==> config.mk <==
export PLATFORM = sky130hd
export DESIGN_NAME = simd_restripe_address_map_unit_flat
export DESIGN_NICKNAME = d
export VERILOG_FILES = /design/src/sv/rsm_pkg.sv /design/src/sv/rsm_if.sv /design/src/sv/rsm_front.sv /design/src/sv/rsm_div_stage.sv /design/src/sv/simd_restripe_address_map_unit.sv /design/src/flat_wrapper.sv
export SDC_FILE = /design/constraint.sdc
export NUM_CORES = 2
export LEC_CHECK = 0
export ABC_AREA = 1
export ABC_CLOCK_PERIOD_IN_PS = 8400
export BUFFER_PORTS_ARGS = -buffer_cell sky130_fd_sc_hd__buf_2
export CORE_MARGIN = 4
export CORE_UTILIZATION = 55
export DETAILED_ROUTE_END_ITERATION = 6
export PLACE_DENSITY = 0.82
export SLEW_MARGIN = 15
export SYNTH_ARGS = -nofsm -noshare
export SYNTH_HDL_FRONTEND = slang
export SYNTH_SLANG_ARGS = --single-unit
==> constraint.sdc <==
create_clock -name clk -period 8.4 [get_ports clk]
set_input_delay 0.42 -clock clk [delete_from_list [all_inputs] [get_ports clk]]
set_output_delay 0.42 -clock clk [all_outputs]
set_load 0.02 [all_outputs]
==> src/sv/rsm_pkg.sv <==
// Shared constants, register codes and helpers for the SIMD restripe address map.
`timescale 1ns / 1ps

package rsm_pkg;

	localparam int SLOT_W  = 17;	// slot and destination index width
	localparam int ELEM_W  = 32;	// element field width on the ports
	localparam int CNT_W   = 17;	// element count register width
	localparam int CODE_W  = 2;	// size and width code registers
	localparam int LANE_W  = 6;	// up to 64 lanes per vector
	localparam int SHIFT_W = 3;	// log2 of lanes, 2..6
	localparam int IDX_W   = 2;	// configuration register index

	localparam int MAX_LENGTH_DEF = 65536;
	localparam int DATA_BITS_DEF  = 32;

	typedef enum logic [IDX_W-1:0] {
		REG_ELEM_SIZE  = 2'd0,
		REG_SRC_WIDTH  = 2'd1,
		REG_DST_WIDTH  = 2'd2,
		REG_ELEM_COUNT = 2'd3
	} rsm_reg_t;

	// element size codes
	localparam logic [CODE_W-1:0] ES_8  = 2'd0;
	localparam logic [CODE_W-1:0] ES_16 = 2'd1;

	// vector width codes
	localparam logic [CODE_W-1:0] VW_128 = 2'd0;
	localparam logic [CODE_W-1:0] VW_256 = 2'd1;

	// log2(lanes) = log2(vector bits) - log2(element bits); code 3 acts as the widest
	function automatic logic [SHIFT_W-1:0] lane_shift(input logic [CODE_W-1:0] vw,
		input logic [CODE_W-1:0] es);
		logic [SHIFT_W-1:0] v;
		logic [SHIFT_W-1:0] e;
		v = (vw == VW_128) ? 3'd0 : ((vw == VW_256) ? 3'd1 : 3'd2);
		e = (es == ES_8) ? 3'd0 : ((es == ES_16) ? 3'd1 : 3'd2);
		return 3'd4 + v - e;
	endfunction

	// width of a saturated element count
	function automatic int len_width(input int max_len);
		int w;
		w = $clog2(max_len + 1);
		return (w > CNT_W) ? CNT_W : w;
	endfunction

endpackage

==> src/sv/rsm_if.sv <==
// Request and result channel interfaces of the restripe address map.
`timescale 1ns / 1ps

interface rsm_req_if;
	logic                        valid;
	logic                        ready;
	logic [rsm_pkg::SLOT_W-1:0]  source_slot;
	logic [rsm_pkg::ELEM_W-1:0]  element_in;

	modport source (output valid, output source_slot, output element_in, input ready);
	modport sink (input valid, input source_slot, input element_in, output ready);
endinterface

interface rsm_res_if;
	logic                        valid;
	logic                        ready;
	logic                        write_enable;
	logic [rsm_pkg::SLOT_W-1:0]  dest_index;
	logic [rsm_pkg::ELEM_W-1:0]  element_out;

	modport source (output valid, output write_enable, output dest_index,
		output element_out, input ready);
	modport sink (input valid, input write_enable, input dest_index,
		input element_out, output ready);
endinterface

==> src/sv/rsm_front.sv <==
// Front stages: slot split, vector counts, unstriped position and range checks.
`timescale 1ns / 1ps

module rsm_front #(
	parameter int MAX_LENGTH = rsm_pkg::MAX_LENGTH_DEF,
	parameter int DATA_BITS  = rsm_pkg::DATA_BITS_DEF,
	parameter int LW         = rsm_pkg::len_width(MAX_LENGTH)
) (
	input  logic                          clk,
	input  logic                          arst_n,
	input  logic [rsm_pkg::CODE_W-1:0]    esize,
	input  logic [rsm_pkg::CODE_W-1:0]    swidth,
	input  logic [rsm_pkg::CODE_W-1:0]    dwidth,
	input  logic [rsm_pkg::CNT_W-1:0]     count,
	input  logic                          up_valid,
	output logic                          up_ready,
	input  logic [rsm_pkg::SLOT_W-1:0]    slot,
	input  logic [rsm_pkg::ELEM_W-1:0]    elem,
	output logic                          dn_valid,
	input  logic                          dn_ready,
	output logic [LW-1:0]                 pos,
	output logic [LW-1:0]                 qd,
	output logic [rsm_pkg::SHIFT_W-1:0]   dl,
	output logic                          hit,
	output logic [DATA_BITS-1:0]          data
);

	localparam int PW = LW + rsm_pkg::LANE_W + 1;

	// max(2, ceil(len / 2^sh))
	function automatic logic [LW-1:0] vec_count(input logic [LW-1:0] len,
		input logic [rsm_pkg::SHIFT_W-1:0] sh);
		logic [LW-1:0] q;
		q = ((len - 1'b1) >> sh) + 1'b1;
		if (len == '0) q = LW'(1);
		if (q < LW'(2)) q = LW'(2);
		return q;
	endfunction

	logic [rsm_pkg::SHIFT_W-1:0] sl;
	logic [rsm_pkg::SHIFT_W-1:0] dl_c;
	logic [LW-1:0]               len_c;
	logic [rsm_pkg::SLOT_W-1:0]  vec_full;
	logic [rsm_pkg::LANE_W-1:0]  lane_c;
	logic [LW-1:0]               qs_c;
	logic [rsm_pkg::ELEM_W-1:0]  emask;

	logic                        vld_s1;
	logic [LW-1:0]               vec_s1;
	logic [rsm_pkg::LANE_W-1:0]  lane_s1;
	logic [LW-1:0]               qs_s1;
	logic [LW-1:0]               qd_s1;
	logic [LW-1:0]               len_s1;
	logic [rsm_pkg::SHIFT_W-1:0] dl_s1;
	logic                        inb_s1;
	logic [DATA_BITS-1:0]        data_s1;

	logic [PW-1:0]               pos_full;

	logic                        vld_s2;
	logic [LW-1:0]               pos_s2;
	logic [LW-1:0]               qd_s2;
	logic [rsm_pkg::SHIFT_W-1:0] dl_s2;
	logic                        hit_s2;
	logic [DATA_BITS-1:0]        data_s2;

	logic rdy_s1;
	logic rdy_s2;

	assign rdy_s2   = !vld_s2 || dn_ready;
	assign rdy_s1   = !vld_s1 || rdy_s2;
	assign up_ready = rdy_s1;

	// stage 1: decode codes, saturate count, split slot
	always_comb begin
		sl       = rsm_pkg::lane_shift(swidth, esize);
		dl_c     = rsm_pkg::lane_shift(dwidth, esize);
		len_c    = (32'(count) > 32'(MAX_LENGTH)) ? LW'(MAX_LENGTH) : LW'(count);
		qs_c     = vec_count(len_c, sl);
		vec_full = slot >> sl;
		lane_c   = slot[rsm_pkg::LANE_W-1:0] & ~(6'h3F << sl);
		case (esize)
			rsm_pkg::ES_8:  emask = 32'h0000_00FF;
			rsm_pkg::ES_16: emask = 32'h0000_FFFF;
			default:        emask = 32'hFFFF_FFFF;
		endcase
	end

	always_ff @(posedge clk or negedge arst_n) begin
		if (!arst_n) begin
			vld_s1 <= 1'b0;
		end else if (rdy_s1) begin
			vld_s1 <= up_valid;
		end
	end

	always_ff @(posedge clk) begin
		if (rdy_s1 && up_valid) begin
			vec_s1  <= LW'(vec_full);
			lane_s1 <= lane_c;
			qs_s1   <= qs_c;
			qd_s1   <= vec_count(len_c, dl_c);
			len_s1  <= len_c;
			dl_s1   <= dl_c;
			inb_s1  <= vec_full < rsm_pkg::SLOT_W'(qs_c);
			data_s1 <= DATA_BITS'(elem & emask);
		end
	end

	// stage 2: pos = lane * qs + vec, padding check
	assign pos_full = PW'(lane_s1) * PW'(qs_s1) + PW'(vec_s1);

	always_ff @(posedge clk or negedge arst_n) begin
		if (!arst_n) begin
			vld_s2 <= 1'b0;
		end else if (rdy_s2) begin
			vld_s2 <= vld_s1;
		end
	end

	always_ff @(posedge clk) begin
		if (rdy_s2 && vld_s1) begin
			pos_s2  <= LW'(pos_full);
			qd_s2   <= qd_s1;
			dl_s2   <= dl_s1;
			hit_s2  <= inb_s1 && (pos_full < PW'(len_s1));
			data_s2 <= data_s1;
		end
	end

	assign dn_valid = vld_s2;
	assign pos      = pos_s2;
	assign qd       = qd_s2;
	assign dl       = dl_s2;
	assign hit      = hit_s2;
	assign data     = data_s2;

endmodule

==> src/sv/rsm_div_stage.sv <==
// One stage of the restoring divider: STEPS quotient bits of pos / qd per cycle while not stalled.
`timescale 1ns / 1ps

module rsm_div_stage #(
	parameter int LW        = 17,
	parameter int STEPS     = 2,
	parameter int DATA_BITS = rsm_pkg::DATA_BITS_DEF
) (
	input  logic                          clk,
	input  logic                          arst_n,
	input  logic                          up_valid,
	output logic                          up_ready,
	input  logic [LW-1:0]                 num_in,
	input  logic [LW-1:0]                 rem_in,
	input  logic [LW-1:0]                 quot_in,
	input  logic [LW-1:0]                 qd_in,
	input  logic [rsm_pkg::SHIFT_W-1:0]   dl_in,
	input  logic                          hit_in,
	input  logic [DATA_BITS-1:0]          data_in,
	output logic                          dn_valid,
	input  logic                          dn_ready,
	output logic [LW-1:0]                 num_out,
	output logic [LW-1:0]                 rem_out,
	output logic [LW-1:0]                 quot_out,
	output logic [LW-1:0]                 qd_out,
	output logic [rsm_pkg::SHIFT_W-1:0]   dl_out,
	output logic                          hit_out,
	output logic [DATA_BITS-1:0]          data_out
);

	logic [LW-1:0] num_c;
	logic [LW-1:0] rem_c;
	logic [LW-1:0] quot_c;
	logic [LW:0]   trial;
	logic          qbit;

	logic                        vld_q;
	logic [LW-1:0]               num_q;
	logic [LW-1:0]               rem_q;
	logic [LW-1:0]               quot_q;
	logic [LW-1:0]               qd_q;
	logic [rsm_pkg::SHIFT_W-1:0] dl_q;
	logic                        hit_q;
	logic [DATA_BITS-1:0]        data_q;

	assign up_ready = !vld_q || dn_ready;

	// shift one dividend bit into the remainder, subtract when it fits
	always_comb begin
		num_c  = num_in;
		rem_c  = rem_in;
		quot_c = quot_in;
		trial  = '0;
		qbit   = 1'b0;
		for (int i = 0; i < STEPS; i++) begin
			trial = {rem_c, num_c[LW-1]};
			qbit  = trial >= {1'b0, qd_in};
			if (qbit) trial = trial - {1'b0, qd_in};
			rem_c  = trial[LW-1:0];
			quot_c = {quot_c[LW-2:0], qbit};
			num_c  = num_c << 1;
		end
	end

	always_ff @(posedge clk or negedge arst_n) begin
		if (!arst_n) begin
			vld_q <= 1'b0;
		end else if (up_ready) begin
			vld_q <= up_valid;
		end
	end

	always_ff @(posedge clk) begin
		if (up_ready && up_valid) begin
			num_q  <= num_c;
			rem_q  <= rem_c;
			quot_q <= quot_c;
			qd_q   <= qd_in;
			dl_q   <= dl_in;
			hit_q  <= hit_in;
			data_q <= data_in;
		end
	end

	assign dn_valid = vld_q;
	assign num_out  = num_q;
	assign rem_out  = rem_q;
	assign quot_out = quot_q;
	assign qd_out   = qd_q;
	assign dl_out   = dl_q;
	assign hit_out  = hit_q;
	assign data_out = data_q;

endmodule

==> src/sv/simd_restripe_address_map_unit.sv <==
// Top level of the SIMD restripe address map: config registers, pipeline and output register.
`timescale 1ns / 1ps

// Maps each slot of a buffer striped for one SIMD width to its slot in the striping
// for another width, passing the element through masked to its size. Lanes per
// vector are a power of two set by the element size and vector width codes, so the
// source split is a shift and mask; the destination vector count is any value from
// two up, so the final pos mod / div is a restoring divider spread over pipeline
// stages, two quotient bits per stage (one in the last when LW is odd), where LW =
// min(17, clog2(MAX_LENGTH + 1)). One request is taken every clock when the result
// side keeps up. Every stage has its own valid bit and stalls only when the stage
// after it is full, so bubbles are squeezed out and the request side keeps accepting
// while a finished result waits. Slots past the source buffer and padding lanes give
// a result with write_enable low and zero index and data. Registers are written
// through cfg_we / cfg_index / cfg_data; the user must do so only while no request
// is in flight, which the block itself does not enforce.
module simd_restripe_address_map_unit #(
	parameter int MAX_LENGTH = rsm_pkg::MAX_LENGTH_DEF,
	parameter int DATA_BITS  = rsm_pkg::DATA_BITS_DEF
) (
	input  logic                        clk,
	input  logic                        arst_n,
	input  logic                        cfg_we,
	input  logic [rsm_pkg::IDX_W-1:0]   cfg_index,
	input  logic [rsm_pkg::CNT_W-1:0]   cfg_data,
	rsm_req_if.sink                     req,
	rsm_res_if.source                   res
);

	localparam int LW   = rsm_pkg::len_width(MAX_LENGTH);
	localparam int NSTG = (LW + 1) / 2;	// divider stages
	localparam int DXW  = LW + rsm_pkg::LANE_W + 1;

	// configuration registers
	logic [rsm_pkg::CODE_W-1:0] esize_q;
	logic [rsm_pkg::CODE_W-1:0] swidth_q;
	logic [rsm_pkg::CODE_W-1:0] dwidth_q;
	logic [rsm_pkg::CNT_W-1:0]  count_q;

	always_ff @(posedge clk or negedge arst_n) begin
		if (!arst_n) begin
			esize_q  <= '0;
			swidth_q <= '0;
			dwidth_q <= '0;
			count_q  <= '0;
		end else if (cfg_we) begin
			case (rsm_pkg::rsm_reg_t'(cfg_index))
				rsm_pkg::REG_ELEM_SIZE:  esize_q  <= cfg_data[rsm_pkg::CODE_W-1:0];
				rsm_pkg::REG_SRC_WIDTH:  swidth_q <= cfg_data[rsm_pkg::CODE_W-1:0];
				rsm_pkg::REG_DST_WIDTH:  dwidth_q <= cfg_data[rsm_pkg::CODE_W-1:0];
				rsm_pkg::REG_ELEM_COUNT: count_q  <= cfg_data;
				default: ;
			endcase
		end
	end

	// divider chain, index k feeds stage k
	logic                        div_vld  [NSTG+1];
	logic                        div_rdy  [NSTG+1];
	logic [LW-1:0]               div_num  [NSTG+1];
	logic [LW-1:0]               div_rem  [NSTG+1];
	logic [LW-1:0]               div_quot [NSTG+1];
	logic [LW-1:0]               div_qd   [NSTG+1];
	logic [rsm_pkg::SHIFT_W-1:0] div_dl   [NSTG+1];
	logic                        div_hit  [NSTG+1];
	logic [DATA_BITS-1:0]        div_data [NSTG+1];

	assign div_rem[0]  = '0;
	assign div_quot[0] = '0;

	// stages 1 and 2: slot split, position and range checks
	rsm_front #(
		.MAX_LENGTH(MAX_LENGTH),
		.DATA_BITS (DATA_BITS),
		.LW        (LW)
	) u_front (
		.clk      (clk),
		.arst_n   (arst_n),
		.esize    (esize_q),
		.swidth   (swidth_q),
		.dwidth   (dwidth_q),
		.count    (count_q),
		.up_valid (req.valid),
		.up_ready (req.ready),
		.slot     (req.source_slot),
		.elem     (req.element_in),
		.dn_valid (div_vld[0]),
		.dn_ready (div_rdy[0]),
		.pos      (div_num[0]),
		.qd       (div_qd[0]),
		.dl       (div_dl[0]),
		.hit      (div_hit[0]),
		.data     (div_data[0])
	);

	// pos / qd, MSB first; the last stage takes one bit when LW is odd
	for (genvar k = 0; k < NSTG; k++) begin : g_div
		localparam int ST = ((LW - 2 * k) >= 2) ? 2 : 1;

		rsm_div_stage #(
			.LW       (LW),
			.STEPS    (ST),
			.DATA_BITS(DATA_BITS)
		) u_stage (
			.clk      (clk),
			.arst_n   (arst_n),
			.up_valid (div_vld[k]),
			.up_ready (div_rdy[k]),
			.num_in   (div_num[k]),
			.rem_in   (div_rem[k]),
			.quot_in  (div_quot[k]),
			.qd_in    (div_qd[k]),
			.dl_in    (div_dl[k]),
			.hit_in   (div_hit[k]),
			.data_in  (div_data[k]),
			.dn_valid (div_vld[k+1]),
			.dn_ready (div_rdy[k+1]),
			.num_out  (div_num[k+1]),
			.rem_out  (div_rem[k+1]),
			.quot_out (div_quot[k+1]),
			.qd_out   (div_qd[k+1]),
			.dl_out   (div_dl[k+1]),
			.hit_out  (div_hit[k+1]),
			.data_out (div_data[k+1])
		);
	end

	// destination slot = (pos mod qd) * lanes + pos / qd; quotient is below lanes
	logic [DXW-1:0] dest_x;
	assign dest_x = (DXW'(div_rem[NSTG]) << div_dl[NSTG]) + DXW'(div_quot[NSTG]);

	// result register
	logic                        ovld_q;
	logic                        we_q;
	logic [rsm_pkg::SLOT_W-1:0]  dest_q;
	logic [DATA_BITS-1:0]        data_q;
	logic                        rdy_o;

	assign rdy_o         = !ovld_q || res.ready;
	assign div_rdy[NSTG] = rdy_o;

	always_ff @(posedge clk or negedge arst_n) begin
		if (!arst_n) begin
			ovld_q <= 1'b0;
		end else if (rdy_o) begin
			ovld_q <= div_vld[NSTG];
		end
	end

	always_ff @(posedge clk) begin
		if (rdy_o && div_vld[NSTG]) begin
			we_q   <= div_hit[NSTG];
			dest_q <= div_hit[NSTG] ? rsm_pkg::SLOT_W'(dest_x) : '0;
			data_q <= div_hit[NSTG] ? div_data[NSTG] : '0;
		end
	end

	assign res.valid        = ovld_q;
	assign res.write_enable = we_q;
	assign res.dest_index   = dest_q;
	assign res.element_out  = rsm_pkg::ELEM_W'(data_q);

	// request side only blocks when every stage is full and the result is held
	a_full_stall: assert property (@(posedge clk) disable iff (!arst_n)
		!req.ready |-> (res.valid && !res.ready))
		else $error("request stalled while pipeline has room");

	// a skipped slot never carries index or data
	a_skip_zero: assert property (@(posedge clk) disable iff (!arst_n)
		(res.valid && !res.write_enable) |-> (res.dest_index == '0 && res.element_out == '0))
		else $error("skipped slot with nonzero payload");

	// byte elements leave the upper bits clear
	a_byte_mask: assert property (@(posedge clk) disable iff (!arst_n)
		(res.valid && res.write_enable && esize_q == rsm_pkg::ES_8)
		|-> (res.element_out[31:8] == '0))
		else $error("byte element wider than its size");

	// pos / qd fits in the lane field of the destination slot
	a_quot_lane: assert property (@(posedge clk) disable iff (!arst_n)
		(div_vld[NSTG] && div_hit[NSTG])
		|-> ((DXW'(div_quot[NSTG]) >> div_dl[NSTG]) == '0))
		else $error("quotient overflows destination lane");

endmodule
==> src/flat_wrapper.sv <==
// flat-port wrapper written by rule: the top's interface ports become plain ports
module simd_restripe_address_map_unit_flat 
#(
	parameter int MAX_LENGTH = rsm_pkg::MAX_LENGTH_DEF,
	parameter int DATA_BITS  = rsm_pkg::DATA_BITS_DEF
)
  (clk, arst_n, cfg_we, cfg_index, cfg_data, req_valid, req_source_slot, req_element_in, req_ready, res_valid, res_write_enable, res_dest_index, res_element_out, res_ready);
  rsm_req_if req_i ();
  rsm_res_if res_i ();
  input  logic clk;
  input  logic arst_n;
  input  logic cfg_we;
  input  logic [rsm_pkg::IDX_W-1:0] cfg_index;
  input  logic [rsm_pkg::CNT_W-1:0] cfg_data;
  input wire logic [$bits(req_i.valid)-1:0] req_valid;
  input wire logic [$bits(req_i.source_slot)-1:0] req_source_slot;
  input wire logic [$bits(req_i.element_in)-1:0] req_element_in;
  output wire logic [$bits(req_i.ready)-1:0] req_ready;
  output wire logic [$bits(res_i.valid)-1:0] res_valid;
  output wire logic [$bits(res_i.write_enable)-1:0] res_write_enable;
  output wire logic [$bits(res_i.dest_index)-1:0] res_dest_index;
  output wire logic [$bits(res_i.element_out)-1:0] res_element_out;
  input wire logic [$bits(res_i.ready)-1:0] res_ready;
  assign req_i.valid = req_valid;
  assign req_i.source_slot = req_source_slot;
  assign req_i.element_in = req_element_in;
  assign req_ready = req_i.ready;
  assign res_valid = res_i.valid;
  assign res_write_enable = res_i.write_enable;
  assign res_dest_index = res_i.dest_index;
  assign res_element_out = res_i.element_out;
  assign res_i.ready = res_ready;
  simd_restripe_address_map_unit #(.MAX_LENGTH(MAX_LENGTH), .DATA_BITS(DATA_BITS)) u_core (.clk(clk), .arst_n(arst_n), .cfg_we(cfg_we), .cfg_index(cfg_index), .cfg_data(cfg_data), .req(req_i), .res(res_i));
endmodule
* Yosys cells after proc, flatten, opt, wreduce, memory -nomap -nowiden
Cells that the tools add are included.
Cells by class: shift-type cells 5, reductions and logical operators 46, bitwise logic cells 3, equality and inequality tests 6, multiplexer cells 29, $add $sub $neg 26, $mul 1, magnitude comparators 22
Operators by type and width (number):
- two-way mux 17 bit | 22
- greater-or-equal comparator 18 x 17 -> 1 bit | 16
- subtractor 17 bit | 16
- one-hot mux 32 bit (2 select lines) | 1
- right shift 17 x 3 -> 17 bit | 3
- adder 17 x 1 -> 17 bit (second input constant) | 2
- less-than comparator 17 x 2 -> 1 bit (second input constant) | 2
- AND 32 bit | 1
- adder 23 x 17 -> 24 bit | 1
- less-than comparator 24 x 17 -> 1 bit | 1
- multiplier 6 x 17 -> 23 bit | 1
- adder 17 bit | 1
- greater-or-equal comparator 1 x 17 -> 1 bit | 1
- > comparator 17 bit (second input constant) | 1
- logical NOT 17 bit | 1
- less-than comparator 17 bit | 1
- << shifter 17 x 3 -> 17 bit | 1
- subtractor 1 x 17 -> 17 bit | 1
- subtractor 17 x 1 -> 17 bit (second input constant) | 1
- logical AND 1 bit | 13
- logical NOT 1 bit | 12
- logical OR 1 bit | 12
- two-way mux 2 bit | 6
- == test 2 x 1 -> 1 bit (second input constant) | 4
- 9 further kinds | 17
Word-level totals: register bits after elaboration 1031, output and inout bits 52, logic and storage cells 231

* Depth between registers and ports, before layout
depth after elaboration 16, gate-level depth with buffers 40, depth with buffers taken out 38

* Modules after synthesis
Synthesis repeated with hierarchy kept, for this count alone.
Unflattened totals: cell total of the unflattened synthesis 7256, area total of the unflattened synthesis 68483.2 µm²
By module, submodules not included:
- rsm_div_stage at u_core.g_div[0].u_stage ... | area each 5695.5 µm², cells an instance 579, instances 5
- rsm_front | area each 14089.8 µm², cells an instance 1679, instances 1
- rsm_div_stage at u_core.g_div[4].u_stage | area each 5748.0 µm², cells an instance 624, instances 1
- rsm_div_stage at u_core.g_div[3].u_stage | area each 5691.7 µm², cells an instance 572, instances 1
- rsm_div_stage at u_core.g_div[2].u_stage | area each 5642.9 µm², cells an instance 580, instances 1
- rsm_div_stage at u_core.g_div[8].u_stage | area each 4649.5 µm², cells an instance 412, instances 1
- simd_restripe_address_map_unit | area each 4184.0 µm², cells an instance 494, instances 1

* Worst setup path before layout
Ideal clock, no wire load.
path kind register to register, start point register u_core.ovld_q (netlist: u_core.res.valid), end point register u_core.u_front.data_s1[0] (enable), cell stages (with the launch flop) 26, buffers on the path 0, period minus slack after synthesis 6.893 ns, path slack 1.507 ns, data arrival time 6.310 ns, cell sequence dfrtp_1 -> inv_1 -> nor2_1 -> inv_1 -> nor2_1 -> inv_1 -> nor2_1 -> inv_1 -> nor2_1 -> inv_1 -> nor2_1 -> inv_1 -> nor2_1 -> inv_1 -> nor2_1 -> inv_1 -> nor2_1 -> inv_1 -> nor2_1 -> inv_1 -> nor2_1 -> inv_1 -> nor2_1 -> inv_1 -> nor2_1 -> nor2_1
On the way: longest elaborated chain between the ends 14
RTL lines:
- from (decl) | RTL line simd_restripe_address_map_unit.sv:133 | logic ovld_q;
- from (signal assigned) | RTL line simd_restripe_address_map_unit.sv:146 | ovld_q <= div_vld[NSTG];
- logical NOT 1 bit | RTL line simd_restripe_address_map_unit.sv:139 | assign rdy_o = !ovld_q || res.ready;
- logical OR 1 bit | RTL line simd_restripe_address_map_unit.sv:139
- logical OR 1 bit (9 in series) | RTL line rsm_div_stage.sv:46 | assign up_ready = !vld_q || dn_ready;
- logical OR 1 bit | RTL line rsm_front.sv:70 | assign rdy_s2 = !vld_s2 || dn_ready;
- logical OR 1 bit | RTL line rsm_front.sv:71 | assign rdy_s1 = !vld_s1 || rdy_s2;
- logical AND 1 bit | RTL line rsm_front.sv:98 | if (rdy_s1 && up_valid) begin
- to (signal assigned) | RTL line rsm_front.sv:106 | data_s1 <= DATA_BITS'(elem & emask);
- to (decl) | RTL line rsm_front.sv:56 | logic [DATA_BITS-1:0] data_s1;
No other way between the ends. A chain may end at the register's enable or synchronous reset.

* Worst setup path in the final report
start point register u_core.g_div[4].u_stage.num_q[16], end point register u_core.g_div[5].u_stage.rem_q[1] (data pin)
On the way: longest elaborated chain between the ends 4, elaborated cells on any way between the ends 6
RTL lines:
- from (decl) | RTL line rsm_div_stage.sv:38 | logic [LW-1:0] num_q;
- from (signal assigned) | RTL line rsm_div_stage.sv:75 | num_q <= num_c;
- subtractor 17 bit / greater-or-equal comparator 18 x 17 -> 1 bit (equally long branches) | RTL line rsm_div_stage.sv:58, rsm_div_stage.sv:57
- two-way mux 17 bit (*) | RTL line rsm_div_stage.sv:58 | if (qbit) trial = trial - {1'b0, qd_in};
- greater-or-equal comparator 18 x 17 -> 1 bit (*) | RTL line rsm_div_stage.sv:57 | qbit = trial >= {1'b0, qd_in};
- via u_core.g_div[5].u_stage.qbit | RTL line rsm_div_stage.sv:35 | logic qbit;
- two-way mux 17 bit (*) | RTL line rsm_div_stage.sv:58
- via u_core.g_div[5].u_stage.trial[1] | RTL line rsm_div_stage.sv:34 | logic [LW:0] trial;
- to (signal assigned) | RTL line rsm_div_stage.sv:76 | rem_q <= rem_c;
- to (decl) | RTL line rsm_div_stage.sv:39 | logic [LW-1:0] rem_q;
Mark *: on every way through the listed nets, which the timed path passes. The rest lies on a longest branch.

==> qor.txt <==
Mux cell area share after synthesis = 0.00344
Clock transition at path regs = 0.06 ns
Crit path depth = 30
# diodes = 0
Antenna violations before repair = 1
Setup crit end = u_core.g_div[5].u_stage.rem_out[1]$_DFFE_PP_
Die Y = 327 um
Final hold violation count = 0
Clock Sink Count = 1,031
Hold WS = 0.0349 ns
Synthesized area = 55,900 um^2
Commonest cells post-synth = nand2_1 (1,040), edfxtp_1 (996), inv_1 (719)
Origin of the critical flop-to-flop path = u_core.g_div[4].u_stage.num_out[16]$_DFFE_PP_
Ys async rst share = 0.0339
Status = complete, no violations
DP HPWL = 88,000 um
WL final = 121,000 um
Post-route cell area = 61,700 um^2
Total global routing overflow = 0
Rel. slew slack = 0.241
Clock Latency Late Sink = 0.69 ns
Wire per inst = 17.3 um
First DRT Iteration DRCs = 2,854
R2R Path End = u_core.g_div[5].u_stage.rem_out[1]$_DFFE_PP_
Mean Syn Cell Area = 10.4 um^2
Top delay family on crit path = compound AO/OA/AOI/OAI gates
TritonCTS clock tree = done
Routability congestion estimate = 0.949
Pre-CTS worst setup slack = 1.83 ns
Die area = 107,000 um^2
XOR/XNOR share of the synthesized area = 0.0374
Actual slew at the worst max-slew pin = 1.14 ns
I/O Buffers = 124
Fin Setup TNS = 0 ns
Storage element area = 30,800 um^2
Crit. End Element = register
Row count = 116
Number of synthesized flops with an enable pin = 996
Post-synth top flop = edfxtp_1
DRC errors left = 0
Max-slew violation count = 0
Fraction of layout cells with a size suffix above 1 = 0.0815
Nets@finish = 6,059
Via-to-Cell Ratio = 5.48
DP Area = 58,000 um^2
Hold_buf cts = 32
Antenna-violating nets left = 0
Io pins = 125
Buf+Inv Stages, Crit Path = 5
Min-delay worst type = in -> reg
Most common cell in the netlist = nand2_1
Synthesized flop and latch total = 1,031
Crit-path slowest cell = o21ai_0
RSZ-0062 raised after global routing = no
# setup viols final = 0
Clock root cell = clkbuf_16
Multi-input gate area = 21,900 um^2
Syn Inst Count = 5,356
Starting Density = 0.556
DRT Pass-1 Iters = 6
Post-CTS sizing = 0
Syn Nets = 5,896
CP Launch Type = register
Largest net degree at the start of global routing = 88
Filler cells = 7,758
Core region area = 101,000 um^2
Cell taking the most area after synthesis = edfxtp_1
Count of cell types in the netlist = 68
Num CTS Buffers = 102
Area fraction of the dominant cell type after synthesis = 0.535
Critical Path Source = u_core.g_div[4].u_stage.num_out[16]$_DFFE_PP_
Crit path largest cell delay = 0.45 ns
Setup bufs post-CTS = 0
Clock Tree Buf Depth = 3
R2R setup slack = 1.70 ns
H-tree levels = 3
Adder-cell share of the synthesized area = 0.117
Vias post-DR = 38.2k
CP Class = reg -> reg
Clock skew = 0.0448 ns
Number of global-route vias before repair = 37.9k
Ratio of final minimum period to clock period = 0.797
Top cells by area, synth = edfxtp_1 (53%), ha_1 (8.3%), nand2_1 (7.0%), inv_1 (4.8%), fa_1 (3.4%)
Largest family of logic cells by synthesized area = simple AND/OR/NAND/NOR gates
Total Routing Usage GR = 0.224
Critical Path AT = 7.10 ns
Fin crit period = 6.70 ns
Max FO, Critical Path = 34
Final setup margin = 1.70 ns
Fmax = 149 MHz
Compound-Gate Fraction of Synth Area = 0.0923
CP Data Required Time = 8.81 ns
DIE WIDTH = 327 um
R2R cell count = 30
Synth warnings = 0
First-pass GRT wire length = 193,000 um
Max-cap violations = 0
Simple-gate share of the synthesized area = 0.140
Sequential share of the synthesized area = 0.550
Area grow syn2layout = 10.2%
==> registers in the layout, summed over array words and instances (netlist names), 32 cells and up <==
register and count:
u_core.g_div.u_stage.num_out 64, u_core.u_front.data_s1 32, u_core.g_div.u_stage.quot_out 89, u_core.g_div.u_stage.rem_out 153, u_core.res.element_out 32, u_core.g_div.u_stage.qd_out 136, u_core.u_front.data 32, u_core.g_div.u_stage.data_out 288
==> how the worst min path moves through the flow <==
stage / from / endpoint / slack [ns] / cells after the start
floorplan: arst_n / u_core.count_q[0]$_DFFE_PN0P_ / 0.12 / 0
global placement: u_core.g_div[2].u_stage.data_out[1]$_DFFE_PP_ / u_core.g_div[3].u_stage.data_out[1]$_DFFE_PP_ / 0.40 / 0
detailed placement: u_core.u_front.data[30]$_DFFE_PP_ / u_core.g_div[0].u_stage.data_out[30]$_DFFE_PP_ / 0.40 / 0
CTS: req_element_in[18] / u_core.u_front.data_s1[18]$_DFFE_PP_ / 0.002 / 3
global route: req_element_in[19] / u_core.u_front.data_s1[19]$_DFFE_PP_ / 0.01 / 3
finish: req_element_in[16] / u_core.u_front.data_s1[16]$_DFFE_PP_ / 0.03 / 3
==> stage by stage <==
stage | util | cells
after floorplan | - | 5356
after global placement | 0.576 | 6740
after detailed placement | 0.576 | 6740
after CTS | 0.613 | 6964
after global routing | 0.613 | 6964
final | 0.613 | 6964
==> cells in the final DEF, fill, tap and decap left out, types with 15 or more instances in the layout <==
cell / netlist / final
nand2_1: 1040 / 1040
edfxtp_1: 996 / 996
inv_1: 719 / 713
a21oi_1: 373 / 373
ha_1: 373 / 373
o21ai_0: 339 / 339
nor2_1: 304 / 298
nand3_1: 270 / 270
xor2_1: 148 / 148
buf_2: 23 / 124
clkbuf_16: 0 / 103
fa_1: 94 / 94
xnor2_1: 91 / 91
nand4_1: 51 / 51
dfrtp_1: 35 / 35
nor3_1: 32 / 32
dlygate4sd3_1: 0 / 32
nand2_2: 30 / 30
nand3_2: 30 / 30
o21bai_1: 29 / 29
a31oi_1: 27 / 27
clkinv_1: 6 / 23
clkbuf_1: 84 / 23
o21a_1: 22 / 22
buf_4: 1 / 22
clkinv_2: 0 / 21
inv_2: 18 / 20
o31ai_1: 18 / 18
o21ai_1: 21 / 18
a211oi_1: 15 / 15
==> worst reg2reg max path: cells and delay by family, from the launching register on <==
family	cells	cell delay [ns]
buffers and inverters	5	0.71
DFF	1	0.40
and+or+nand+nor	7	0.60
AOI/OAI and AO/OA	15	3.81
adders and majority gates	3	0.93
==> per-layer routing <==
layer  vias to the layer above  global-route usage  share of wire
li1                      18722                   -              -
met1                     17989               0.266           0.39
met2                      1145               0.410           0.51
met3                       318              0.0270          0.046
met4                         2              0.0935          0.044
met5                         -                   0        0.00012
==> cells by family after synthesis <==
kind of cell	Yosys count
xor+xnor	239
compound gates	920
flops	1031
fa+ha+maj	467
mux	18
buf+inv	863
simple gates	1818
==> cell type report <==
cell class,instances,share of cell area
clock buffers,129,0.0439
clock inverters,63,0.0110
inverters,744,0.0454
multi-input cells,3462,0.355
flip-flops and latches,1031,0.499
well taps,1357,0.0275
repair buffers,178,0.0179
Power is not shown: default switching activity piles up to over one toggle a cycle in this logic, so the estimate is an artifact.
